===== config.mk =====
export PLATFORM = sky130hd
export DESIGN_NAME = sort_combine_like_terms_flat
export DESIGN_NICKNAME = d
export VERILOG_FILES = /design/src/sv/scl_pkg.sv /design/src/sv/scl_stream_if.sv /design/src/sv/scl_cell.sv /design/src/sv/sort_combine_like_terms.sv /design/src/flat_wrapper.sv
export VERILOG_INCLUDE_DIRS = /design/src /design/src/sv
export SDC_FILE = /design/constraint.sdc
export NUM_CORES = 1
export LEC_CHECK = 0
export BUFFER_PORTS_ARGS = -buffer_cell sky130_fd_sc_hd__clkbuf_2
export CAP_MARGIN = 20
export CORE_AREA = 2 2 230 232
export CTS_CLUSTER_DIAMETER = 30
export DETAILED_ROUTE_END_ITERATION = 10
export DIE_AREA = 0 0 232 234
export HOLD_SLACK_MARGIN = 0.12
export PLACE_DENSITY_LB_ADDON = 0.15
export SYNTH_ARGS = -nofsm -noshare
export SYNTH_HDL_FRONTEND = slang
export SYNTH_SLANG_ARGS = --single-unit

===== constraint.sdc =====
create_clock -name clk -period 11.1 [get_ports clk]
set_clock_uncertainty 0.1 [all_clocks]
set_input_delay 1.11 -clock clk [delete_from_list [all_inputs] [get_ports clk]]
set_output_delay 1.11 -clock clk [all_outputs]
set_load 0.005 [all_outputs]

===== src/sv/sort_combine_like_terms_defines.svh =====
// Assertion macros shared by the checking code of the polynomial normaliser.
`ifndef SORT_COMBINE_LIKE_TERMS_DEFINES_SVH
`define SORT_COMBINE_LIKE_TERMS_DEFINES_SVH
`ifndef SYNTHESIS
`define SCL_ASSERT_SAME(name, ante, cons, msg) \
	name: assert property (@(posedge clk) disable iff (!arst_n) (ante) |-> (cons)) \
		else $error(msg);
`define SCL_ASSERT_NEXT(name, ante, cons, msg) \
	name: assert property (@(posedge clk) disable iff (!arst_n) (ante) |=> (cons)) \
		else $error(msg);
`else
`define SCL_ASSERT_SAME(name, ante, cons, msg)
`define SCL_ASSERT_NEXT(name, ante, cons, msg)
`endif
`endif


===== src/sv/scl_pkg.sv =====
package scl_pkg;

	localparam int DEG_W         = 8;
	localparam int COEF_W        = 32;
	localparam int MAX_TERMS_DEF = 64;

	typedef struct packed {
		logic [DEG_W-1:0]         term_degree;
		logic signed [COEF_W-1:0] term_coefficient;
		logic                     last_term;
	} term_in_t;

	typedef struct packed {
		logic [DEG_W-1:0]         out_degree;
		logic signed [COEF_W-1:0] out_coefficient;
		logic                     out_last;
		logic                     overflow;
	} result_t;

	typedef struct packed {
		logic [DEG_W-1:0]         degree;
		logic signed [COEF_W-1:0] coefficient;
	} entry_t;

	typedef struct packed {
		logic   load;
		logic   insert;
		logic   shift_out;
		entry_t term;
	} cell_ctrl_t;

endpackage


===== src/sv/scl_stream_if.sv =====
interface scl_stream_if #(
	parameter type payload_t = logic
);
	logic     valid;
	logic     ready;
	payload_t payload;

	modport source (output valid, output payload, input ready);
	modport sink (input valid, input payload, output ready);
endinterface


===== src/sv/scl_cell.sv =====
module scl_cell import scl_pkg::*; (
	input  logic       clk,
	input  cell_ctrl_t ctrl,
	input  logic       valid,
	input  logic       left_gt,
	input  entry_t     left_entry,
	input  entry_t     right_entry,
	output entry_t     entry,
	output logic       gt,
	output logic       eq
);

	entry_t entry_q;

	function automatic logic signed [COEF_W-1:0] sat_add(
		input logic signed [COEF_W-1:0] a,
		input logic signed [COEF_W-1:0] b
	);
		logic signed [COEF_W:0] s;
		s = {a[COEF_W-1], a} + {b[COEF_W-1], b};
		if (s[COEF_W] != s[COEF_W-1]) begin
			sat_add = s[COEF_W] ? {1'b1, {(COEF_W-1){1'b0}}} : {1'b0, {(COEF_W-1){1'b1}}};
		end else begin
			sat_add = s[COEF_W-1:0];
		end
	endfunction

	assign entry = entry_q;
	assign gt    = valid && (entry_q.degree > ctrl.term.degree);
	assign eq    = valid && (entry_q.degree == ctrl.term.degree);

	// Cells left of the insertion point hold, the first cell not above the new degree takes
	// the new term and every cell to its right takes its left neighbour.
	always_ff @(posedge clk) begin
		if (ctrl.shift_out) begin
			entry_q <= right_entry;
		end else if (ctrl.insert) begin
			if (!left_gt) begin
				entry_q <= left_entry;
			end else if (!gt) begin
				entry_q <= ctrl.term;
			end
		end else if (ctrl.load && eq) begin
			entry_q.coefficient <= sat_add(entry_q.coefficient, ctrl.term.coefficient);
		end
	end

endmodule


===== src/sv/sort_combine_like_terms.sv =====
// Each term transfer is absorbed by the cell row; terms load at one per cycle outside emission.
// After the transfer that carries last_term the combined terms leave from the head cell, one
// per cycle while the sink is ready, starting the next cycle.
// No term is taken while the row empties. Reset clears the term count, the drop flag and
// the state; the cell contents are not reset and are never read before they are written.
`include "sort_combine_like_terms_defines.svh"

module sort_combine_like_terms import scl_pkg::*; #(
	parameter int MAX_TERMS = MAX_TERMS_DEF
) (
	input logic          clk,
	input logic          arst_n,
	scl_stream_if.sink   term,
	scl_stream_if.source result
);

	localparam int CNT_W = $clog2(MAX_TERMS + 1);

	typedef enum logic {
		ST_LOAD,
		ST_EMIT
	} state_t;

	state_t             state_q;
	logic [CNT_W-1:0]   count_q;
	logic               dropped_q;

	entry_t             cell_entry [MAX_TERMS];
	logic [MAX_TERMS-1:0] cell_gt;
	logic [MAX_TERMS-1:0] cell_eq;
	logic [MAX_TERMS-1:0] cell_valid;
	cell_ctrl_t         ctrl;
	term_in_t           term_in;
	result_t            result_out;

	logic term_xfer;
	logic result_xfer;
	logic any_eq;
	logic full;
	logic do_insert;

	assign term_in     = term.payload;
	assign term.ready  = (state_q == ST_LOAD);
	assign result.valid = (state_q == ST_EMIT);
	assign term_xfer   = term.valid && term.ready;
	assign result_xfer = result.valid && result.ready;

	assign any_eq    = |cell_eq;
	assign full      = (count_q == CNT_W'(MAX_TERMS));
	assign do_insert = !any_eq && !full;

	assign ctrl.load             = term_xfer;
	assign ctrl.insert           = term_xfer && do_insert;
	assign ctrl.shift_out        = result_xfer;
	assign ctrl.term.degree      = term_in.term_degree;
	assign ctrl.term.coefficient = term_in.term_coefficient;

	for (genvar i = 0; i < MAX_TERMS; i++) begin : g_cell
		logic   left_gt;
		entry_t left_entry;
		entry_t right_entry;

		assign cell_valid[i] = (count_q > CNT_W'(i));

		if (i == 0) begin : g_head
			assign left_gt    = 1'b1;
			assign left_entry = ctrl.term;
		end else begin : g_body
			assign left_gt    = cell_gt[i-1];
			assign left_entry = cell_entry[i-1];
		end

		if (i == MAX_TERMS - 1) begin : g_tail
			assign right_entry = cell_entry[i];
		end else begin : g_inner
			assign right_entry = cell_entry[i+1];
		end

		scl_cell u_cell (
			.clk         (clk),
			.ctrl        (ctrl),
			.valid       (cell_valid[i]),
			.left_gt     (left_gt),
			.left_entry  (left_entry),
			.right_entry (right_entry),
			.entry       (cell_entry[i]),
			.gt          (cell_gt[i]),
			.eq          (cell_eq[i])
		);
	end

	assign result_out.out_degree      = cell_entry[0].degree;
	assign result_out.out_coefficient = cell_entry[0].coefficient;
	assign result_out.out_last        = (count_q == CNT_W'(1));
	assign result_out.overflow        = dropped_q;
	assign result.payload             = result_out;

	always_ff @(posedge clk or negedge arst_n) begin
		if (!arst_n) begin
			state_q   <= ST_LOAD;
			count_q   <= '0;
			dropped_q <= 1'b0;
		end else begin
			case (state_q)
				ST_LOAD: begin
					if (term_xfer) begin
						if (do_insert) begin
							count_q <= count_q + CNT_W'(1);
						end
						if (!any_eq && full) begin
							dropped_q <= 1'b1;
						end
						if (term_in.last_term) begin
							state_q <= ST_EMIT;
						end
					end
				end
				ST_EMIT: begin
					if (result_xfer) begin
						count_q <= count_q - CNT_W'(1);
						if (count_q == CNT_W'(1)) begin
							state_q   <= ST_LOAD;
							dropped_q <= 1'b0;
						end
					end
				end
				default: begin
					state_q <= ST_LOAD;
				end
			endcase
		end
	end

	`SCL_ASSERT_SAME(a_count_bound, 1'b1, count_q <= CNT_W'(MAX_TERMS), "term count beyond capacity")
	`SCL_ASSERT_SAME(a_sorted_head, count_q >= CNT_W'(2), cell_entry[0].degree > cell_entry[1].degree, "head cells out of order")
	`SCL_ASSERT_NEXT(a_last_starts_emit, term_xfer && term_in.last_term, state_q == ST_EMIT && count_q != '0, "last term did not start emission")
	`SCL_ASSERT_NEXT(a_combine_keeps_count, term_xfer && any_eq, $stable(count_q), "combined term changed the count")
	`SCL_ASSERT_NEXT(a_final_clears, result_xfer && result_out.out_last, state_q == ST_LOAD && count_q == '0 && !dropped_q, "final transfer did not clear the row")

endmodule

===== src/flat_wrapper.sv =====
// flat-port wrapper written by rule: the top's interface ports become plain ports
module sort_combine_like_terms_flat import scl_pkg::*;
#(
	parameter int MAX_TERMS = MAX_TERMS_DEF
)
  (clk, arst_n, term_valid, term_payload, term_ready, result_valid, result_payload, result_ready);
  scl_stream_if term_i ();
  scl_stream_if result_i ();
  input logic clk;
  input logic arst_n;
  input wire logic [$bits(term_i.valid)-1:0] term_valid;
  input wire logic [$bits(term_i.payload)-1:0] term_payload;
  output wire logic [$bits(term_i.ready)-1:0] term_ready;
  output wire logic [$bits(result_i.valid)-1:0] result_valid;
  output wire logic [$bits(result_i.payload)-1:0] result_payload;
  input wire logic [$bits(result_i.ready)-1:0] result_ready;
  assign term_i.valid = term_valid;
  assign term_i.payload = term_payload;
  assign term_ready = term_i.ready;
  assign result_valid = result_i.valid;
  assign result_payload = result_i.payload;
  assign result_i.ready = result_ready;
  sort_combine_like_terms #(.MAX_TERMS(MAX_TERMS)) u_core (.clk(clk), .arst_n(arst_n), .term(term_i), .result(result_i));
endmodule

[Word-level counts from Yosys, hierarchy flattened]
Cells that the tools add are included.
Operators by class
  add/subtract/negate cells: 2
  order comparisons: 128
  equality and inequality tests: 71
  multiplexer cells: 331
  bitwise gates (word level): 2
  reductions and logical operators: 267
Operator list (number)
  $mux W40: 190
  $mux W32: 64
  $gt A8 B1 Y1 const B: 64
  $logic_not A8 Y1: 64
  $mux W8: 63
  $gt A7 B6 Y1 const B: 32
  $ne A3 B2 Y1 const B: 62
  $logic_and A1 B1 Y1: 133
  $reduce_and A2 Y1: 63
  $gt A7 B5 Y1 const B: 16
  $reduce_or A64 Y1: 1
  $gt A7 B4 Y1 const B: 8
  $gt A7 B3 Y1 const B: 4
  $mux W7: 3
  $gt A7 B1 Y1 const B: 2
  $gt A7 B2 Y1 const B: 2
  $pmux W7 S2: 1
  $ne A2 B2 Y1 const B: 6
  $mux W1: 8
  $add A7 B1 Y7 const B: 1
  $eq A7 B1 Y1 const B: 1
  $eq A7 B7 Y1 const B: 1
  $sub A7 B1 Y7 const B: 1
  $reduce_and A3 Y1: 2
  6 further kinds: 9
Word-level totals
  register bits after elaboration: 2569
  input bits: 5
  output and inout bits: 3
  word-level logic and storage cells: 932

[Logic depth before layout (Yosys ltp)]
Gate-level depths: netlist of the first run.
  depth after elaboration: 8
  mapped depth: 16
  gate-level depth less buffers: 11

[Modules after synthesis]
A second synthesis of the first run with hierarchy kept.
Second synthesis, totals
  cells, all modules: 31631
  area, all modules: 280833.1 um^2
By module, submodules not included
  scl_cell (u_core.g_cell[37].u_cell ...): times used 31, cells each 487, area each 4356.7 um^2, sequential area each 1201.2 um^2
  scl_cell (u_core.g_cell[10].u_cell ...): times used 23, cells each 475, area each 4255.3 um^2, sequential area each 1201.2 um^2
  scl_cell (u_core.g_cell[0].u_cell ...): times used 6, cells each 534, area each 4628.2 um^2, sequential area each 1201.2 um^2
  scl_cell (u_core.g_cell[6].u_cell ...): times used 3, cells each 545, area each 4673.2 um^2, sequential area each 1201.2 um^2
  scl_cell (u_core.g_cell[36].u_cell): times used 1, cells each 508, area each 4377.9 um^2, sequential area each 1201.2 um^2
  sort_combine_like_terms: times used 1, cells each 262, area each 1736.7 um^2, sequential area each 225.2 um^2

[Worst setup path after synthesis of the first run]
OpenSTA, ideal clock, no wires.
  path type: register -> register
  from: register u_core.count_q[1]
  to: register u_core.g_cell[63].u_cell.entry_q (netlist bit u_core.g_cell[63].u_cell.entry[32]) (enable)
  library setup time: 0.389 ns
  arrival: 3.604 ns
  data required time: 10.611 ns
  path slack: 7.007 ns
  cell stages (with the launch flop): 14
  buffers on the path: 3
  period minus slack after synthesis: 4.093 ns
  cells stage by stage: dfrtp_1 buf_2 buf_2 inv_1 ha_1 o21ba_1 buf_4 o31ai_4 o22ai_1 a211o_1 or4_4 nor2_4 nand2_1 a311oi_1
On the way
  word-level cells in the longest chain between the ends: 7
  elaborated cells on any way between the ends: 138
  classes of those cells: order compare: 64; eq/ne: 2; reduce/logical: 72
Ends and longest elaborated chain
  start: declaration: RTL line sort_combine_like_terms.sv:25  | logic [CNT_W-1:0] count_q;
  start signal: assignment: RTL line sort_combine_like_terms.sv:108  | count_q <= count_q + CNT_W'(1);
  start signal: assignment: RTL line sort_combine_like_terms.sv:120  | count_q <= count_q - CNT_W'(1);
  $gt A7 B6 Y1 (tied with other cells): RTL line sort_combine_like_terms.sv:63  | assign cell_valid[i] = (count_q > CNT_W'(i));
  $logic_and A1 B1 Y1: RTL line scl_cell.sv:30  | assign eq = valid && (entry_q.degree == ctrl.term.degree);
  $reduce_or A64 Y1: RTL line sort_combine_like_terms.sv:48  | assign any_eq = |cell_eq;
  $logic_not A1 Y1: RTL line sort_combine_like_terms.sv:50  | assign do_insert = !any_eq && !full;
  $logic_and A1 B1 Y1: RTL line sort_combine_like_terms.sv:50
  $logic_and A1 B1 Y1: RTL line sort_combine_like_terms.sv:53  | assign ctrl.insert = term_xfer && do_insert;
  $reduce_and A3 Y1 (no line) (*)
  end signal: assignment: RTL line scl_cell.sv:36  | entry_q <= right_entry;
  end signal: assignment: RTL line scl_cell.sv:39  | entry_q <= left_entry;
  end signal: assignment: RTL line scl_cell.sv:41  | entry_q <= ctrl.term;
  end: declaration: RTL line scl_cell.sv:13  | entry_t entry_q;
Mark *: on every way between the ends. The rest lies on a longest branch, timed or not.
A chain may end at the register's enable or synchronous reset.

[Worst setup path in the final report of the first run]
  from: register u_core.count_q[6]
  to: register u_core.g_cell[56].u_cell.entry_q (netlist bit u_core.g_cell[56].u_cell.entry[32]) (enable)
On the way
  word-level cells in the longest chain between the ends: 8
  elaborated cells on any way between the ends: 139
  classes of those cells: order compare: 64; eq/ne: 2; reduce/logical: 73
Ends and longest elaborated chain (RTL line)
  $gt A7 B6 Y1 (tied with other cells): sort_combine_like_terms.sv:63
  $logic_and A1 B1 Y1: scl_cell.sv:30
  $reduce_or A64 Y1: sort_combine_like_terms.sv:48
  $logic_not A1 Y1: sort_combine_like_terms.sv:50
  $logic_and A1 B1 Y1: sort_combine_like_terms.sv:50
  $logic_and A1 B1 Y1: sort_combine_like_terms.sv:53
  $reduce_bool A2 Y1 (no line)
  $reduce_and A2 Y1 (no line) (*)
  end signal: assignment: scl_cell.sv:36
  end signal: assignment: scl_cell.sv:39
  end signal: assignment: scl_cell.sv:41
  end: declaration: scl_cell.sv:13
Marks and branches as above.

==> results of run 1 <==
==> cell usage in the layout, fill, tap and decap left out, types with 5 or more instances in the layout <==
cell type     n
o21a_1        5
clkinv_1     14
and3_1       22
edfxtp_1    512
clkinv_4      8
dfrtp_1       9
nand2_1     912
inv_1        16
clkbuf_16   117
a31oi_1      26
and2_1       13
o21ai_0      75
a22o_1       88
nor3_1       12
bufinv_16    19
o22ai_1      16
a21oi_1     240
clkinv_2     24
clkinvlp_4   17
nor2_1       66
clkbuf_1     10
or4_1        23
buf_4        15
nand4_1       5
nand3_1     199
nor4_1      109
clkbuf_2      9
==> power groups by stage <==
stage               Sequential (W)  Combinational (W)  Clock, W
global placement           0.00349            0.00159         0
detailed placement         0.00350            0.00163         0
floorplan                  0.00319            0.00126         0
CTS                        0.00347            0.00165   0.00348
global route               0.00352            0.00188   0.00358
finish                     0.00348            0.00170   0.00345
==> cell families after synthesis <==
kind of cell	share of synthesized area, %
fa+ha+maj	0.196
buf+inv	2.72
flops	61.0
simple gates	23.9
compound gates	12.0
xor+xnor	0.205
==> through the flow <==
step,hold slack [ns],setup slack [ns],instance area [um^2],total power [W],cells
final,0.234,5.68,30100,0.00863,3373
after detailed placement,0.455,5.81,26000,0.00513,3150
after CTS,0.207,5.76,30000,0.00859,3365
after floorplan,0.398,7.01,25600,0.00445,2597
after global placement,0.462,5.97,26000,0.00509,3150
after global routing,0.232,5.46,30100,0.00899,3373
==> state kept, by name (all words and copies together), names as in the netlist <==
| register | cells |
|---|---|
| u_core.count_q | 7 |
| u_core.result.valid | 1 |
| u_core.g_cell.u_cell.entry | 512 |
| u_core.result.payload | 1 |
==> layer usage <==
layer	GRT usage, %	wire length, um	vias up
li1	-	-	9484
met1	40.2	32800	10200
met2	43.4	34900	1022
met3	5.01	6130	157
met4	9.88	2190	2
met5	0	13	-
==> how the worst max path moves through the flow <==
stage / startpoint / to / slack (ns) / cells past startpoint
global placement: u_core.count_q[1] / u_core.g_cell[59].u_cell.entry[37] / 5.97 / 11
finish: u_core.count_q[6] / u_core.g_cell[56].u_cell.entry[32] / 5.68 / 9
global route: u_core.count_q[1] / u_core.g_cell[59].u_cell.entry[36] / 5.46 / 11
detailed placement: u_core.count_q[6] / u_core.g_cell[63].u_cell.entry[34] / 5.81 / 8
CTS: u_core.count_q[0] / u_core.g_cell[63].u_cell.entry[35] / 5.76 / 9
floorplan: u_core.count_q[1] / u_core.g_cell[63].u_cell.entry[32] / 7.01 / 13
==> area by class of cell <==
type | instances | share of cell area [%]
repair buffers | 31 | 0.799
flip-flops and latches | 521 | 51.9
clock buffers | 127 | 9.87
multi-input cells | 1902 | 31.0
well taps | 688 | 2.86
inverters | 16 | 0.200
clock inverters | 88 | 3.41
==> results.md, run 1 <==
* Clk buf depth at 3
* Core area at 0.0520 mm^2
* First-pass GRT wire length at 118 mm
* R2R Path Start: u_core.count_q[6]
* FF+latch area at 0.0156 mm^2
* Final min period at ~5.4 ns
* Dominant cell type by area after synthesis: edfxtp_1
* Worst path cell trace: or2_1, a21oi_1, o22ai_1, a211o_1, or4_4, nor2_4, a21oi_4, buf_4, a21oi_1
* Setup TNS at 0 ns
* Comb power frac at 19.7%
* Initial antenna violation count at 1
* Synth Area per Inst at 9.85 um^2
* Worst R2R End: u_core.g_cell[56].u_cell.entry[32]
* Cells on worst reg2reg path at 9
* Synth Cell Area at about 0.026 mm^2
* Rel. slew slack at 22.6%
* Switching Fraction at between 30% and 40%
* Drt first pass iters at 6
* Register area share after synthesis at 61.0%
* Overflow after GRT at 0
* Crit Path Max Fanout at 39
* Via count at 20900
* Die area at roughly 0.054 mm^2
* Switch Pwr at 0.00287 W
* Crit. End Element: register
* Crit path kind: reg -> reg
* Most common cell on crit path: a21oi_1
* Post-Route WL at 76.0 mm
* R2R setup slack at about 5.7 ns
* CTS hold repair buffers at 0
* Boundary pin count at 8
* CP Data Required Time at ~11 ns
* Worst-path clk slew at 0.05 ns
* Clock power frac at 40.0%
* Most frequent cell after synthesis: nand2_1
* Hold Crit Class: in -> async
* Layout cell share with drive strength beyond 1 at 9.31%
* Final setup viols at 0
* Power per Cell Area at 287 mW/mm^2
* Arr. time, crit path at 5.58 ns
* DIE WIDTH at 232 um
* Starting Density at 49.2%
* Cts repair resizes at 0
* Post-route ant nets at 0
* Post-Syn Instances at 2597
* Detailed Route Iter0 Violations at 2748
* Netlist cell types at 65
* Sink Count at 521
* Main flop type after synthesis: edfxtp_1
* I/O Buffers at 7
* Ant. Diodes at 0
* Ys async rst share at approximately 1.7%
* H-tree depth at 3
* Max incr delay on CP at 0.81 ns
* Warnings, synthesis at 0
* Fin. max-slew vios at 0
* Fillers at about 4400
* Register share of total power at 40.3%
* Cell row count at 84
* Fin crit share at 48.8%
* Fin util at 57.8%
* EDFF count, synth at 512
* CTS buffer count at about 110
* Syn_nets at roughly 2600
* Internal power at just under 0.006 W
* Static Leak at 11.3 nW
* Most common library cells after synthesis: nand2_1, edfxtp_1, a21oi_1
* Ranking of synthesized cells by area: edfxtp_1, nand2_1, a21oi_1
* Vias in the first global route at 20200
* Die Y at between 200 and 250 um
* Postcts setup bufs at 0
* WL per Instance at 22.5 um
* MaxCap Viol Count at 0
* Post-synth top area share at 60.1%
* Crit start category: register
* Via-to-Cell Ratio at 6.18
* Nets at approximately 2600
* GPL Wtd Cong at around 0.94
* Worst path bufs/invs at 1
* Slowest cell on the critical path: a21oi_1
* CTS tree: built
* DRC at 0
* Clk root buf: clkbuf_16
* FF+latch count, synth at 521
* Hpwl dp at 53.2 mm
* Pin count of the biggest net entering global routing at 249
* Cell family with most CP delay: compound AO/OA/AOI/OAI gates
* Clk_lat worst skew at 0.66 ns
* Unrepaired setup endpoints after global routing: no
* Multi-input gate area at 0.00931 mm^2
* Total GRT Usage at between 20% and 30%
* VDD IR max at 0.000160 V
* Fmax at 185 MHz
* Status: finished clean
* Area Overhead vs Synth at 17.5%
* Final hold vios at 0
* Worst slew pin tran at 1.16 ns
Power figures use the tool's default switching activity.
==> run 2, diff against run 1 <==
clock period = 4.9 ns   (was 11.1 ns; I/O delays follow)
==> run 2 against run 1 <==
Compared with the run above: power is 120% higher; worst hold slack worse by 0.0066 ns; critical path depth is 2 higher; fmax is 18% higher; setup slack worse by 5.4 ns; critical path type unchanged.
==> results.md, run 2 (synthesis results as in run 1) <==
* Status: finished clean
* Final setup viols at 0
* Detailed Route Iter0 Violations at 2396
* Nets at 2650
* Initial antenna violation count at 1
* Layout cell share with drive strength beyond 1 at a little over a tenth
* Hold Slack at about 0.23 ns
* Worst Slack Setup Final at about 0.3 ns
* Crit start category: register
* Power per Cell Area at 630 mW/mm^2
* First-pass GRT wire length at 116 mm
* Clk_lat worst skew at 0.68 ns
* Fmax at 218 MHz
* CP Data Required Time at 5.07 ns
* Ant. Diodes at 0
* Worst path bufs/invs at 2
* Switching Fraction at about a third
* Static Leak at 11.4 nW
* Overflow after GRT at 0
* VDD IR max at between 0.0003 and 0.0004 V
* Commonest non-fill, non-tap cell in the layout: nand2_1
* Comb power frac at a little over a fifth
* Sink Count at 521
* Clk buf depth at 3
* CTS buffer count at 110
* Register share of total power at 40.9%
* Hold Crit Class: in -> reg
* Die area at between 0.05 and 0.06 mm^2
* Final min period at approximately 4.6 ns
* Switch Pwr at 0.00650 W
* Post-route ant nets at 0
* R2R Path Start: u_core.count_q[0]
* Unrepaired setup endpoints after global routing: no
* DRC at 0
* Fillers at 4438
* H-tree depth at 3
* Via count at 21000
* I/O Buffers at 7
* Vias in the first global route at roughly 20000
* Slowest cell on the critical path: a31oi_1
* Final Instance Area at 0.0301 mm^2
* Hpwl dp at 53.8 mm
* Core area at 0.0520 mm^2
* Crit. End Element: register
* Worst slew pin tran at around 1.1 ns
* Starting Density at 49.2%
* Area Overhead vs Synth at 17.8%
* Clock power frac at 37.2%
* Total power draw at 0.0190 W
* Final hold vios at 0
* Placement Cell Area at 0.0265 mm^2
* GPL Wtd Cong at around 0.96
* Cell row count at 84
* Worst hold path endpoint: u_core.count_q[1]
* Worst path cell trace: buf_4, ha_1, and4b_1, o31ai_1, o22ai_1, nor4_1, o2111ai_1, nor4_4, a21oi_4, buf_12, a31oi_1
* Crit Path Max Fanout at 27
* Drt first pass iters at 5
* Postcts setup bufs at 0
* Post-Route WL at 75.1 mm
* Worst R2R End: u_core.g_cell[61].u_cell.entry[37]
* Fin crit share at between 90% and 100%
* Most frequent cells in the layout: nand2_1, edfxtp_1, a21oi_1
* Cell family with most CP delay: compound AO/OA/AOI/OAI gates
* Clk root buf: clkbuf_16
* Setup TNS at 0 ns
* Via-to-Cell Ratio at 6.13
* DIE WIDTH at approximately 230 um
* Pre-CTS WS at 0.478 ns
* Worst Min Path Start: result_ready
* Hold Path Cell Cnt at 3
* Arr. time, crit path at between 4 and 5 ns
* Pin count of the biggest net entering global routing at 153
* MaxCap Viol Count at 0
* Worst-path clk slew at about 0.04 ns
* Die Y at 234 um
* R2R setup slack at between 0.3 and 0.4 ns
* Rel. slew slack at about 28%
* Internal power at 0.0125 W
* Cells on worst reg2reg path at 11
* Crit path kind: reg -> reg
* Number of flip-flops in the largest register at 512
* WL per Instance at between 20 and 25 um
* CTS tree: built
* Fin. max-slew vios at 0
* Boundary pin count at 8
* Total GRT Usage at 27.6%
* Max incr delay on CP at about 0.66 ns
[run 2: timing repair]
| action | CTS | global route |
|---|---|---|
| hold buffers | 3 | 0 |
| setup endpoints to repair | 0 | 0 |
| resized for setup | 0 | 0 |
| endpoints found under the hold margin | 10 | 0 |
[run 2: through the flow]
step / utilization (%) / cells
floorplan: - / 2597
global placement: 51.0 / 3212
detailed placement: 51.0 / 3212
CTS: 57.9 / 3421
global route: 57.9 / 3423
finish: 57.9 / 3423
[run 2: worst reg2reg max path: cells and delay by family (launching register included)]
family          cells  cell delay, ns
simple gates        3            1.00
fa+ha+maj           1            0.32
flops               1            0.46
compound gates      5            1.81
buf+inv             2            0.51
[run 2: metal layers]
metal	up-vias	track usage (%)	share of wire (%)
li1	9598	-	-
met2	944	43.4	47
met4	0	9.94	2.8
met5	-	0	0
met3	161	5.46	7.8
met1	10300	38.1	43
[run 2: worst max-delay path by stage]
stage | slack [ns] | depth (start not counted) | startpoint | to
6_report | 0.31 | 11 | u_core.count_q[0] | u_core.g_cell[61].u_cell.entry[37]
5_1_grt | 0.15 | 12 | u_core.count_q[0] | u_core.g_cell[59].u_cell.entry[39]
4_1_cts | 0.45 | 9 | u_core.count_q[6] | u_core.g_cell[57].u_cell.entry[33]
3_5_place_dp | 0.48 | 9 | u_core.count_q[6] | u_core.g_cell[59].u_cell.entry[39]
3_3_place_gp | 0.50 | 9 | u_core.count_q[4] | u_core.g_cell[3].u_cell.entry[38]
2_1_floorplan | 0.81 | 13 | u_core.count_q[1] | u_core.g_cell[63].u_cell.entry[32]
[run 2: power by group through the flow]
stage | logic [W] | clock network [W] | registers (W)
2_1_floorplan | 0.00286 | 0 | 0.00723
3_3_place_gp | 0.00398 | 0 | 0.00778
3_5_place_dp | 0.00406 | 0 | 0.00779
4_1_cts | 0.00409 | 0.00711 | 0.00773
5_1_grt | 0.00456 | 0.00733 | 0.00788
6_report | 0.00415 | 0.00707 | 0.00778
[run 2: layout make-up]
class	count	area [um^2]	area share, %
Sequential cell	521	15600	51.7
Multi-Input combinational cell	1902	9310	30.9
Tap cell	688	861	2.86
Timing Repair Buffer	90	728	2.42
Clock buffer	121	2790	9.27
Clock inverter	85	798	2.65
Inverter	16	60.1	0.199
==> run 3, diff against run 2 <==
==> constraint.sdc (replaced) <==
create_clock -name clk -period 4.9 [get_ports clk]
set_clock_uncertainty 0.1 [all_clocks]
set_input_delay 0.245 -clock clk [delete_from_list [all_inputs] [get_ports clk]]
set_output_delay 0.245 -clock clk [all_outputs]
set_load 0.005 [all_outputs]
==> run 3 against run 2 <==
Compared with the run above: clock power about the same; final cell count about the same; routed wire length about the same; clock-buffer cell count unchanged; global-route usage about the same; sequential power about the same; die area unchanged; critical endpoint unchanged; largest cell class unchanged.
==> results.md, run 3 (synthesis results as in run 1) <==
* Fin crit share at 93.3%
* CTS tree: built
* I/O Buffers at 7
* DIE WIDTH at between 200 and 250 um
* VDD IR max at 0.000379 V
* Crit. End Element: register
* Post-Route WL at 75.1 mm
* Comb power frac at ~22%
* Nets at 2652
* Final min period at 4.57 ns
* Rel. slew slack at 31.2%
* Register share of total power at 40.9%
* Hold Crit Class: in -> reg
* Wire length on met1 at roughly 32 mm
* Worst slew pin tran at 1.02 ns
* Status: finished clean
* Vias in the first global route at approximately 20000
* Clk root buf: clkbuf_16
* Multi-input gate area at 0.00931 mm^2
* Final Instance Count excl. Fillers at approximately 3400
* Ant. Diodes at 0
* GPL Wtd Cong at 0.959
* Hold Slack at 0.255 ns
* Sink Count at roughly 520
* Fin. max-slew vios at 0
* DRC at 0
* Switching Fraction at 34.2%
* Hpwl dp at ~54 mm
* CP Data Required Time at 5.07 ns
* Pre-CTS WS at 0.478 ns
* Static Leak at 11.4 nW
* Arr. time, crit path at about 4.8 ns
* Cts repair resizes at 0
* Most frequent cells in the layout: nand2_1, edfxtp_1, a21oi_1
* Drt first pass iters at 6
* Internal power at 0.0125 W
* Setup TNS at 0 ns
* Layout cell share with drive strength beyond 1 at 10.5%
* Max incr delay on CP at around 0.65 ns
* Met2 wire length at 35.2 mm
* MaxCap Viol Count at 0
* Fillers at approximately 4400
* First-pass GRT wire length at 116 mm
* Switch Pwr at 0.00649 W
* Overflow after GRT at 0
* Worst path bufs/invs at 2
* Die area at 0.0543 mm^2
* Total GRT Usage at 27.6%
* Detailed Route Iter0 Violations at 2428
* Power per Cell Area at 629 mW/mm^2
* Pin count of the biggest net entering global routing at 153
* H-tree depth at 3
* Routed length on met3 at roughly 5.8 mm
* Unrepaired setup endpoints after global routing: no
* Die Y at between 200 and 250 um
* Fmax at 219 MHz
* Post-route ant nets at 0
* Boundary pin count at 8
* Final Instance Area at 0.0302 mm^2
* Crit start category: register
* Core area at 0.0520 mm^2
* Via-to-Cell Ratio at 6.13
* Final hold vios at 0
* Slowest cell on the critical path: a31oi_1
* Worst path cell trace: buf_4, ha_1, and4b_1, o31ai_1, o22ai_1, nor4_1, o2111ai_1, nor4_4, a21oi_4, buf_12, a31oi_1
* Placement Cell Area at 0.0265 mm^2
* Placed insts at 3212
* Starting Density at between 40% and 50%
* Clock power frac at 37.2%
* Worst Slack Setup Final at 0.328 ns
* Worst-path clk slew at 0.04 ns
* Cell row count at 84
* Area Overhead vs Synth at 17.9%
* Final setup viols at 0
* WL per Instance at between 20 and 25 um
* Clk buf depth at 3
* Cell family with most CP delay: compound AO/OA/AOI/OAI gates
* Initial antenna violation count at 1
* Top sig layer: met4
* Crit path kind: reg -> reg
* Commonest non-fill, non-tap cell in the layout: nand2_1
* Number of flip-flops in the largest register at 512
* Clk_lat worst skew at about 0.7 ns
* Crit Path Max Fanout at 27
* Via count at about 21000
* CTS buffer count at 110
* FF+latch area at between 0.015 and 0.02 mm^2
==> run 3: area by class of cell <==
cell class / instances / area share [%]
multi-input combinational: 1902 / 30.8
timing repair buffer: 92 / 2.48
clock inverter: 85 / 2.65
clock buffer: 121 / 9.26
tap: 688 / 2.85
sequential: 521 / 51.7
inverter: 16 / 0.199
==> run 3: per-stage QoR <==
step	power (W)	util, %
after floorplan	0.0101	-
after global placement	0.0118	51.0
after detailed placement	0.0119	51.0
after CTS	0.0189	58.0
after global routing	0.0198	58.0
final	0.0190	58.0
==> run 3: final timing paths <==
kind / start / end / slack [ns] / cells after the start
setup / recovery: u_core.count_q[0] / u_core.g_cell[61].u_cell.entry[37] / 0.33 / 11
hold / removal: term_valid / u_core.result.payload / 0.25 / 5
setup reg to reg: u_core.count_q[0] / u_core.g_cell[61].u_cell.entry[37] / 0.33 / 11
hold reg to reg: u_core.g_cell[7].u_cell.entry[36] / u_core.g_cell[6].u_cell.entry[36] / 0.48 / 2
max in group asynchronous: arst_n / u_core.count_q[2] / 3.64 / 3
min in group asynchronous: arst_n / u_core.count_q[1] / 0.67 / 3
==> run 3: what timing repair did <==
| action | 4_1_cts | 5_1_grt |
|---|---|---|
| buffers inserted | 0 | 0 |
| hold endpoints to repair | 19 | 0 |
| hold buffers | 5 | 0 |
==> run 3: power by group through the flow <==
stage	sequential (W)	clock (W)	combinational, W
floorplan	0.00723	0	0.00286
global placement	0.00778	0	0.00398
detailed placement	0.00779	0	0.00406
CTS	0.00773	0.00711	0.00409
global route	0.00788	0.00733	0.00456
finish	0.00777	0.00706	0.00415
==> run 3: tightest hold or removal path, delay by kind of cell <==
family          cells  cell delay, ns
compound gates      2            0.35
simple gates        2            0.25
buf+inv             1            0.12
==> run 3: layer usage <==
layer	track usage, %	vias to the layer above
li1	-	9604
met5	0	-
met1	38.1	10300
met2	43.4	940
met4	9.96	0
met3	5.47	137
